`src/design/fpf_pkg.sv`:
```
// Shared types, constants and arithmetic helpers for the polarization force block.
// No dependencies; imported by every other file of the block.
package fpf_pkg;

  localparam int VAL_W = 64;
  localparam int PROD_W = 2 * VAL_W;
  localparam int HALF_W = VAL_W / 2;
  localparam int FRAC_SHIFT = 24;
  localparam int OUT_W = 48;
  localparam int COEF_W = 32;
  localparam int CFG_W = 64;
  localparam int CFG_IDX_W = 3;
  localparam int NSTG = 16;
  localparam int DATA_WIDTH_DEF = 32;

  typedef logic signed [VAL_W-1:0] val_t;

  localparam val_t LIM_MAG = 64'sh3FFF_FFFF_FFFF_FFFF;
  localparam logic signed [VAL_W:0] LIM_WIDE = 65'sh0_3FFF_FFFF_FFFF_FFFF;
  localparam val_t OUT_MAX = 64'sh0000_7FFF_FFFF_FFFF;
  localparam val_t OUT_MIN = -64'sh0000_8000_0000_0000;

  // Configuration register indexes.
  localparam logic [CFG_IDX_W-1:0] REG_B1_B2 = 3'd0;
  localparam logic [CFG_IDX_W-1:0] REG_B3_A1 = 3'd1;
  localparam logic [CFG_IDX_W-1:0] REG_A11_A12 = 3'd2;
  localparam logic [CFG_IDX_W-1:0] REG_A111_A112 = 3'd3;
  localparam logic [CFG_IDX_W-1:0] REG_A1111_A1112 = 3'd4;
  localparam logic [CFG_IDX_W-1:0] REG_A1122 = 3'd5;

  // Coefficients already scaled to 24 fraction bits and multiplied by their constant.
  typedef struct packed {
    val_t b1;
    val_t b2;
    val_t b3;
    val_t a1_x2;
    val_t a11_x4;
    val_t a12_x2;
    val_t a111_x6;
    val_t a112_x4;
    val_t a112_x2;
    val_t a1111_x8;
    val_t a1112_x6;
    val_t a1112_x2;
    val_t a1122_x4;
  } coef_t;

  typedef struct packed {
    val_t val;
    logic sat;
  } sq_t;

  // Q16.16 coefficient to a 24 fraction bit value.
  function automatic val_t coef_q24(input logic [COEF_W-1:0] c);
    val_t r;
    r = {{(VAL_W-COEF_W-8){c[COEF_W-1]}}, c, 8'b0};
    return r;
  endfunction

  // Sum with clamping to the intermediate magnitude limit.
  function automatic sq_t add_q(input val_t a, input val_t b);
    logic signed [VAL_W:0] sum;
    sq_t r;
    sum = (VAL_W+1)'(a) + (VAL_W+1)'(b);
    r.sat = 1'b0;
    r.val = sum[VAL_W-1:0];
    if (sum > LIM_WIDE) begin
      r.val = LIM_MAG;
      r.sat = 1'b1;
    end else if (sum < -LIM_WIDE) begin
      r.val = -LIM_MAG;
      r.sat = 1'b1;
    end
    return r;
  endfunction

endpackage

```
`src/design/fpf_cfg.sv`:
```
// Coefficient register file with pre-scaling of each coefficient by its constant.
// Depends on fpf_pkg.
module fpf_cfg import fpf_pkg::*; (
  input  logic                 clk,
  input  logic                 rst_n,
  input  logic                 cfg_we,
  input  logic [CFG_IDX_W-1:0] cfg_index,
  input  logic [CFG_W-1:0]     cfg_data,
  output coef_t                coef
);

  logic [CFG_W-1:0]  b1_b2_r, b3_a1_r, a11_a12_r, a111_a112_r, a1111_a1112_r;
  logic [COEF_W-1:0] a1122_r;
  val_t a112_q, a1112_q;

  always_ff @(posedge clk) begin
    if (!rst_n) begin
      b1_b2_r       <= '0;
      b3_a1_r       <= '0;
      a11_a12_r     <= '0;
      a111_a112_r   <= '0;
      a1111_a1112_r <= '0;
      a1122_r       <= '0;
    end else if (cfg_we) begin
      unique case (cfg_index)
        REG_B1_B2:       b1_b2_r       <= cfg_data;
        REG_B3_A1:       b3_a1_r       <= cfg_data;
        REG_A11_A12:     a11_a12_r     <= cfg_data;
        REG_A111_A112:   a111_a112_r   <= cfg_data;
        REG_A1111_A1112: a1111_a1112_r <= cfg_data;
        REG_A1122:       a1122_r       <= cfg_data[COEF_W-1:0];
        default: ;
      endcase
    end
  end

  assign a112_q  = coef_q24(a111_a112_r[COEF_W-1:0]);
  assign a1112_q = coef_q24(a1111_a1112_r[COEF_W-1:0]);

  always_comb begin
    coef.b1       = coef_q24(b1_b2_r[CFG_W-1:COEF_W]);
    coef.b2       = coef_q24(b1_b2_r[COEF_W-1:0]);
    coef.b3       = coef_q24(b3_a1_r[CFG_W-1:COEF_W]);
    coef.a1_x2    = coef_q24(b3_a1_r[COEF_W-1:0]) <<< 1;
    coef.a11_x4   = coef_q24(a11_a12_r[CFG_W-1:COEF_W]) <<< 2;
    coef.a12_x2   = coef_q24(a11_a12_r[COEF_W-1:0]) <<< 1;
    coef.a111_x6  = (coef_q24(a111_a112_r[CFG_W-1:COEF_W]) <<< 1)
                  + (coef_q24(a111_a112_r[CFG_W-1:COEF_W]) <<< 2);
    coef.a112_x4  = a112_q <<< 2;
    coef.a112_x2  = a112_q <<< 1;
    coef.a1111_x8 = coef_q24(a1111_a1112_r[CFG_W-1:COEF_W]) <<< 3;
    coef.a1112_x6 = (a1112_q <<< 1) + (a1112_q <<< 2);
    coef.a1112_x2 = a1112_q <<< 1;
    coef.a1122_x4 = coef_q24(a1122_r) <<< 2;
  end

endmodule

```
`config.mk`:
```
export PLATFORM = sky130hd
export DESIGN_NAME = fpf_cfg
export DESIGN_NICKNAME = d
export VERILOG_FILES = /design/src/design/fpf_pkg.sv /design/src/design/fpf_cfg.sv
export SDC_FILE = /design/constraint.sdc
export NUM_CORES = 1
export LEC_CHECK = 0
export BUFFER_PORTS_ARGS = -buffer_cell sky130_fd_sc_hd__buf_2
export CAP_MARGIN = 0
export CORE_AREA = 2 2 346 348
export CTS_CLUSTER_SIZE = 28
export DETAILED_ROUTE_END_ITERATION = 10
export DIE_AREA = 0 0 348 350
export GPL_TIMING_DRIVEN = 0
export SLEW_MARGIN = 20
export SYNTH_ARGS = -nofsm -noshare
export SYNTH_HDL_FRONTEND = slang
export SYNTH_SLANG_ARGS = --single-unit
```
`constraint.sdc`:
```
create_clock -name clk -period 3.6 [get_ports clk]
set_clock_uncertainty 0.2 [all_clocks]
set_input_delay 0.72 -clock clk [delete_from_list [all_inputs] [get_ports clk]]
set_output_delay 0.72 -clock clk [all_outputs]
set_load 0.005 [all_outputs]
```
## Yosys cells after proc, flatten, opt, wreduce, memory -nomap -nowiden

Index checks and enable logic that the tools add are counted.

- Register bits after elaboration: 352
- Output and inout bits: 832

- Reduce and logical (&&, ||, !) cells: 7
- Add/subtract/negate cells: 2
- Equality and inequality tests: 5

Operators by type and width:

| kind | count |
|---|---|
| $add A41 B42 Y43 | 2 |
| $reduce_and A2 Y1 | 6 |
| $eq A3 B2 Y1 const B | 2 |
| $eq A3 B3 Y1 const B | 2 |
| $eq A3 B1 Y1 const B | 1 |
| $logic_not A3 Y1 | 1 |

## Longest topological paths before layout

Gate-level depths: netlist of the first run.

- Depth in word-level cells: 2
- Gate-level depth with buffers: 10

## Worst setup path after synthesis of the first run

OpenSTA, ideal clock, no wires.

- Kind: register to output
- From: register a1111_a1112_r[1]
- To: output port coef[168] in the netlist's numbering
- Required time: 2.680 ns
- Cell stages (with the launch flop): 11
- Arrival time: 2.398 ns
- Path buffers: 0
- Setup slack: 0.282 ns
- Cell sequence: dfxtp_1 > ha_1 > fa_1 > a21o_1 > and4_1 > o211ai_1 > a21oi_1 > o21ai_0 > a21oi_1 > a221oi_1 > xnor2_1

RTL lines:

| item | RTL line | text |
|---|---|---|
| start: declaration | fpf_cfg.sv:12 | `logic [CFG_W-1:0] b1_b2_r, b3_a1_r, a11_a12_r, a111_a112_r, a1111_a1112_r;` |
| start signal: assignment | fpf_cfg.sv:30 | `REG_A1111_A1112: a1111_a1112_r <= cfg_data;` |
| end: declaration | fpf_cfg.sv:9 | `output coef_t coef` |

==> results of run 1 <==
state kept, by name, indices dropped and copies added, names as in the netlist:
register	count
b3_a1_r	64
a11_a12_r	64
a111_a112_r	64
b1_b2_r	64
a1122_r	32
a1111_a1112_r	64
cells in the final DEF, fill, tap and decap left out, types with 10 or more instances in the layout:
master and count:
sky130_fd_sc_hd__a21boi_0 352, sky130_fd_sc_hd__a21o_1 32, sky130_fd_sc_hd__a21oi_1 38, sky130_fd_sc_hd__a21oi_2 19
sky130_fd_sc_hd__buf_2 781, sky130_fd_sc_hd__buf_4 512, sky130_fd_sc_hd__buf_6 19, sky130_fd_sc_hd__clkbuf_1 107
sky130_fd_sc_hd__clkbuf_16 44, sky130_fd_sc_hd__conb_1 119, sky130_fd_sc_hd__dfxtp_1 327, sky130_fd_sc_hd__dfxtp_2 15
sky130_fd_sc_hd__dfxtp_4 10, sky130_fd_sc_hd__ha_1 37, sky130_fd_sc_hd__ha_4 21, sky130_fd_sc_hd__inv_1 14
sky130_fd_sc_hd__nand2_1 740, sky130_fd_sc_hd__nand3_1 12, sky130_fd_sc_hd__nor2_1 21, sky130_fd_sc_hd__o21ai_0 20
sky130_fd_sc_hd__xnor2_1 32, sky130_fd_sc_hd__xor2_1 18
metal layers:
| layer | track usage | wire length [um] | vias up |
|---|---|---|---|
| li1 | - | - | 9489 |
| met3 | 0.0380 | 7240 | 127 |
| met4 | 0.0427 | 2530 | 4 |
| met5 | 0 | 27 | - |
| met2 | 0.240 | 43900 | 735 |
| met1 | 0.179 | 39600 | 8863 |
how the worst max path moves through the flow:
stage | to | slack, ns | cells after the start
global route | coef[165] | -0.62 | 11
floorplan | coef[168] | 0.28 | 10
global placement | a11_a12_r[14]$_SDFFE_PN0P_ | -0.91 | 8
CTS | coef[168] | -0.55 | 12
finish | coef[165] | -0.49 | 11
detailed placement | coef[168] | -0.44 | 11
kinds of logic (layout without fill, tap and decap cells):
family	after synthesis	count (layout)
other cells	1	128
compound gates	538	538
fa+ha+maj	64	64
xor+xnor	56	56
buf+inv	617	1530
flops	352	352
simple gates	838	838
per-stage QoR:
step / setup TNS [ns] / total power, W / hold slack (ns) / util
floorplan: 0 / 0.00467 / 0.257 / -
global placement: -139.55 / 0.00525 / 0.247 / 0.220
detailed placement: -2.94 / 0.00526 / 0.253 / 0.222
CTS: -10.77 / 0.0101 / 0.183 / 0.241
global route: -15.39 / 0.0103 / 0.211 / 0.245
finish: -9.85 / 0.00992 / 0.238 / 0.245
report_power, final:
group | total (W) | internal, W | switching (W)
Sequential | 0.00405 | 0.00397 | 0.0000814
Clock | 0.00473 | 0.00276 | 0.00197
Combinational | 0.00113 | 0.000494 | 0.000640
synth_stat cells (all sizes together) (15+ instances only):
cell      n  area share
a21oi    64       0.017
o21ai    39       0.010
nand2   744        0.14
a21boi  355        0.14
dfxtp   352        0.36
nor2     26      0.0050
clkbuf  114       0.022
nand3    15      0.0038
ha       62       0.039
xnor2    38       0.017
inv      15      0.0029
buf     488        0.19
xor2     18      0.0080
a21o     33       0.013
worst max-delay path, delay by kind of cell (launching register included):
family / cells / cell delay [ns]
and+or+nand+nor: 1 / 0.08
AOI/OAI and AO/OA: 7 / 1.53
DFF: 1 / 0.40
buffers and inverters: 2 / 0.32
adders and majority gates: 1 / 0.21
cell type report:
class | count | area [um^2]
Clock buffer | 56 | 1210
Fill cell | 12900 | 88900
Antenna cell | 9 | 22.5
Inverter | 15 | 56.3
Multi-Input combinational cell | 1615 | 9720
Clock inverter | 24 | 303
Tap cell | 1536 | 1920
Timing Repair Buffer | 838 | 4510
Sequential cell | 352 | 7100
Buffer | 597 | 4050
repair_timing:
action,in CTS,in global routing
gates resized for setup,121,82
buffers inserted,31,27
pin swaps,67,50
endpoints found under the setup margin,47,46
==> impl_metrics.yaml, run 1 <==
status:
  run_status: "finished, violations left"
  failed_checks: "setup timing"
run:
  max-cap-violations: 0
synthesis:
  dominant_combinational_cell_family_by_area_after_synthesis: "buffers and inverters"
  post_synth_mux_area_share: 0
  synth-xor-area-share: 0.0249
  async_set_or_reset_register_ratio_after_synthesis: 0
  area_fraction_in_compound_gates_after_synthesis: 0.197
  synthesis.instances: 2466
  ys_dominant_reg_cell: "sky130_fd_sc_hd__dfxtp_1"
  synth_simple_gate_area_frac: 0.168
  mappedNetlistArea_um2: 19700
  synth.ff_latch_count: 352
  yosys.cell_types.count: 58
  synth_area_per_cell_um2: 7.97
  synth_enable_flop_cells: 0
  ys_seq_area_frac: 0.358
  synth_warnings: 0
  synth_area_in_adders: 0.0415
floorplanning:
  design.portCount: 902
  initial_utilization: 0.167
  die-width_um: 348
  row_count: 126
  die_area_um2: 122000
  die_height_um: 350
  design.core.area_um2: 118000
sta:
  max_slew.worst_pin.slew_ns: 1.18
  final_critical_path_setup_slack_ns: -0.488
  setup_viol: 42
  final_report_max_slew_violation_count: 0
  timing_hold_violations_final: 0
  max_slew_margin: 0.210
  grt_setup_unrepaired: "true"
  fin_crit_sh: 1.14
  finalWorstPathRequiredPeriod_ns: 4.09
  maxClockFrequency_mhz: 245
cts:
  clock_path_buffers: 3
  cts_hold_buffers: 0
  cts-buffers-inserted: 44
  clkLatencyLatePin_ns: 0.62
  clock_tree_root: "sky130_fd_sc_hd__clkbuf_16"
  cts.sinks: 352
  ctsHtreeMaxLevel: 2
  reg_clk_slew_reported_paths_ns: 0.06
  cts_tree: "built"
hold_path:
  timing.hold.worst.class: "in -> reg"
  min_delay_worst_endpoint: "a1111_a1112_r[2]$_SDFFE_PN0P_"
  whs_path_depth: 3
  min-delay-start: "cfg_data[2]"
worst_setup_path:
  timing.setup.critical_path_class: "reg -> out"
  reg2regPathDepth: 2
  setup.reg_to_reg.worst_slack_ns: 2.14
  end_kind: "output port"
  critical_path.startpoint: "a1111_a1112_r[1]$_SDFFE_PN0P_"
  path_cells: "ha_4 -> buf_4 -> a211oi_4 -> nor3_4 -> o311ai_4 -> a21boi_2 -> a31oi_4 -> o21ai_4 -> o21ba_4 -> o311ai_4 -> buf_2"
  crit_path_top_delay_cell: "sky130_fd_sc_hd__dfxtp_4"
  timing.rr.end: "b3_a1_r[63]$_SDFFE_PN0P_"
  critical_path_source_type: "register"
  timing.critical_path.slowest_cell_delay_ns: 0.40
  critical_path_peak_fanout: 4
  data_required_time_at_the_worst_endpoint_ns: 2.68
  r2r_start: "b3_a1_r[63]$_SDFFE_PN0P_"
  worst_path_most_repeated_cell: "sky130_fd_sc_hd__o311ai_4"
  worstPathArrival_ns: 3.17
placed_design:
  place.port_buffers: 781
  hpwl_mm: 72.7
  dpl_worst_slack_ns: -0.439
  globalplace.congestion: 0.863
  place_area_um2: 26100
  place_inst: 4906
power_and_ir_drop:
  ir_drop_mv: 0.329
  power_per_cell_area_nw_per_um2: 343
  power_leakage_nw: 14.3
grt:
  grt_first_pass_wirelength_mm: 126
  grt_max_degree: 48
  grt.total_usage: 0.143
  globalRoute.totalOverflow: 0
  vias_in_the_first_global_route: 17300
  antenna_violations_before_repair: 8
drt:
  route.detailed.vias_per_inst: 3.81
  drc: 0
  avgRoutedWirePerCell_um: 18.5
  drtAntennaViolNets: 0
  initialDrtViolationCount: 959
  detailroute.via_count: 19200
  drtPass1Iterations: 5
  drt-total-wl_mm: 93.3
final_layout:
  drive_above_1_share: 0.442
  layout.nets: 3597
  finalNonFillerCells: 5042
  final_cell_area_um2: 28900
  flow.area_growth_from_synthesis_pct: 47.0
No activity file was read; power rests on OpenSTA's default activity.
==> inputs of run 2 (changes only) <==
ABC_AREA = 1   (was unset)
CORE_AREA = 2 2 352 354   (was 2 2 346 348)
DIE_AREA = 0 0 354 356   (was 0 0 348 350)
==> run 2 against run 1 <==
The run now ends clean. Largest cell class unchanged. Die area increased by 3.5%. Cell count increased by 11%. First-iteration DRC count increased by 31%. Via count increased by 9.6%. Critical endpoint is now coef[422]. Highest routed layer is now met4. Power increased by 2.9%. Largest power group unchanged.
==> impl_metrics.yaml, run 2 <==
status:
  run_status: "finished clean"
placed_design:
  place.port_buffers: 781
  place_area_um2: 26700
  hpwl_mm: 78.7
  globalplace.congestion: 0.894
floorplanning:
  die_height_um: 356
  design.portCount: 902
  initial_utilization: 0.166
  die_area_um2: 126000
  die-width_um: 354
  design.core.area_um2: 123000
  row_count: 129
worst_setup_path:
  critical_path_source_type: "register"
  timing.setup.critical_path_class: "reg -> out"
  critical_path_peak_fanout: 4
  data_required_time_at_the_worst_endpoint_ns: 2.68
  worstPathArrival_ns: 2.52
  end_kind: "output port"
cts:
  cts.sinks: 352
  reg_clk_slew_reported_paths_ns: 0.06
  cts-buffers-inserted: 44
  cts_tree: "built"
  clkLatencyLatePin_ns: 0.59
  clock_tree_root: "sky130_fd_sc_hd__clkbuf_16"
  clock_path_buffers: 3
  cts_hold_buffers: 0
  ctsHtreeMaxLevel: 2
grt:
  grt.total_usage: 0.148
  vias_in_the_first_global_route: 19300
  grt_max_degree: 49
  grt_first_pass_wirelength_mm: 135
  globalRoute.totalOverflow: 0
  antenna_violations_before_repair: 10
power_and_ir_drop:
  seq_power_share: 0.408
  clock_power_share: 0.449
  power.internal_w: 0.00734
  power_per_cell_area_nw_per_um2: 360
  power_switching_w: 0.00287
  comb_power_share: 0.143
  ir_drop_mv: 0.322
  power.share.switching: 0.281
  power_leakage_nw: 16.5
final_layout:
  final_cell_area_um2: 28400
  layout.nets: 4044
  postLayoutCoreUtil: 0.231
  layout.cells.most_common_list: "sky130_fd_sc_hd__buf_2 (815), sky130_fd_sc_hd__nor2_1 (654), sky130_fd_sc_hd__buf_4 (494)"
  layout.cells.most_common: "sky130_fd_sc_hd__buf_2"
  drive_above_1_share: 0.369
  flow.area_growth_from_synthesis_pct: 39.5
  final.fill_count: 13800
synthesis:
  synthTopCellsByArea: "sky130_fd_sc_hd__dfxtp_1 (35%), sky130_fd_sc_hd__buf_4 (18%), sky130_fd_sc_hd__nor2_1 (12%), sky130_fd_sc_hd__o21ai_0 (8.2%), sky130_fd_sc_hd__nand2_1 (8.0%)"
  synth.ff_latch_count: 352
  yosys.area.top_type: "sky130_fd_sc_hd__dfxtp_1"
  synth_warnings: 0
  synth_enable_flop_cells: 0
  ys_dominant_reg_cell: "sky130_fd_sc_hd__dfxtp_1"
  synth.cells.most_frequent: "sky130_fd_sc_hd__nor2_1 (654), sky130_fd_sc_hd__buf_4 (491), sky130_fd_sc_hd__nand2_1 (433)"
  synth_area_per_cell_um2: 6.87
  yosys.area.top_type_share: 0.346
  ys_seq_area_frac: 0.346
  async_set_or_reset_register_ratio_after_synthesis: 0
  synthesis.instances: 2962
  yosys.cell_types.count: 29
  mappedNetlistArea_um2: 20300
  synthMostInstantiatedCell: "sky130_fd_sc_hd__nor2_1"
sta:
  max_slew_margin: 0.280
  timing_hold_violations_final: 0
  final_report_max_slew_violation_count: 0
  grt_setup_unrepaired: "true"
  setup_viol: 0
  finalWorstPathRequiredPeriod_ns: 3.44
  maxClockFrequency_mhz: 290
  fin_crit_sh: 0.956
  max_slew.worst_pin.slew_ns: 1.08
drt:
  detailroute.via_count: 21100
  drtAntennaViolNets: 0
  drtPass1Iterations: 7
  drc: 0
  route.detailed.vias_per_inst: 3.77
  initialDrtViolationCount: 1254
  avgRoutedWirePerCell_um: 17.6
  drt-total-wl_mm: 98.5
hold_path:
  timing.hold.worst.class: "in -> reg"
run:
  max-cap-violations: 0
## run 2: changes by cell type after synthesis, moves of 46 or more
cell                       previous run  this run
sky130_fd_sc_hd__inv_1               15       274
sky130_fd_sc_hd__clkbuf_1           113        48
sky130_fd_sc_hd__nand2_1            744       433
sky130_fd_sc_hd__o21ai_0             33       333
sky130_fd_sc_hd__a21oi_1             62       108
sky130_fd_sc_hd__a21boi_0           354         0
sky130_fd_sc_hd__nor2_1              26       654
## run 2: cell type report
cell class | instances | area, um^2 | area share
antenna | 12 | 30.0 | 0.00106
buffer | 591 | 4230 | 0.149
clock buffer | 57 | 1240 | 0.0437
clock inverter | 20 | 231 | 0.00816
inverter | 282 | 1060 | 0.0373
multi-input combinational | 1855 | 8530 | 0.301
sequential | 352 | 7070 | 0.249
tap | 1637 | 2050 | 0.0722
timing repair buffer | 784 | 3930 | 0.139
## run 2: cell families (layout without fill, tap and decap cells)
group,count (synthesis),in the layout,share of synthesized area
simple gates,1174,1174,0.225
buf+inv,873,1734,0.260
compound gates,468,468,0.116
flops,352,352,0.346
fa+ha+maj,64,64,0.0401
xor+xnor,30,30,0.0129
other cells,1,131,0.000184
## run 2: metal layers
metal	share of wire	vias to the layer above	wire (um)	GRT usage
li1	-	10600	-	-
met4	0.033	0	3280	0.0541
met1	0.42	9598	41300	0.181
met5	0	-	0	0
met2	0.46	786	45500	0.247
met3	0.085	126	8420	0.0410
## run 2: power by group through the flow
stage	Clock, W	Combinational [W]	Sequential, W
2_1_floorplan	0	0.000736	0.00422
3_3_place_gp	0	0.00147	0.00424
3_5_place_dp	0	0.00147	0.00425
4_1_cts	0.00472	0.00148	0.00417
5_1_grt	0.00488	0.00160	0.00418
6_report	0.00459	0.00146	0.00417
## run 2: what timing repair did
item / CTS / global route
setup endpoints to repair: 18 / 20
setup buffers: 0 / 3
pin swaps: 1 / 3
resized for setup: 13 / 26
## run 2: final timing paths
kind,startpoint,to,slack (ns),cells after the start
max,a111_a112_r[32]$_SDFFE_PN0P_,coef[422],0.16,13
min reg2reg,a111_a112_r[6]$_SDFFE_PN0P_,a111_a112_r[6]$_SDFFE_PN0P_,0.26,2
max reg2reg,a1122_r[31]$_SDFFE_PN0P_,a1122_r[31]$_SDFFE_PN0P_,1.99,2
min,cfg_data[34],a1111_a1112_r[34]$_SDFFE_PN0P_,0.26,3
## run 2: critical path, stage by stage, from the launching register on
cell and delay [ns]:
sky130_fd_sc_hd__dfxtp_2 0.36, sky130_fd_sc_hd__ha_4 0.18, sky130_fd_sc_hd__fa_2 0.39, sky130_fd_sc_hd__nand3_1 0.09, sky130_fd_sc_hd__nand3_1 0.12, sky130_fd_sc_hd__nand2_1 0.10
sky130_fd_sc_hd__nand2_2 0.09, sky130_fd_sc_hd__nand2_1 0.10, sky130_fd_sc_hd__nand2_2 0.09, sky130_fd_sc_hd__nand2_1 0.12, sky130_fd_sc_hd__nand2_1 0.06, sky130_fd_sc_hd__nand2_1 0.06
sky130_fd_sc_hd__nand2_1 0.04, sky130_fd_sc_hd__buf_2 0.12
## run 2: metrics by stage
stage	instances	worst slack (ns)	hold slack, ns	total power, W	setup TNS (ns)
global route	5578	-0.00905	0.208	0.0107	-0.0119
finish	5590	0.157	0.260	0.0102	0
CTS	5575	-0.0130	0.198	0.0104	-0.0130
detailed placement	5498	0.333	0.257	0.00572	0
floorplan	3080	0.767	0.237	0.00496	0
global placement	5498	0.308	0.255	0.00571	0
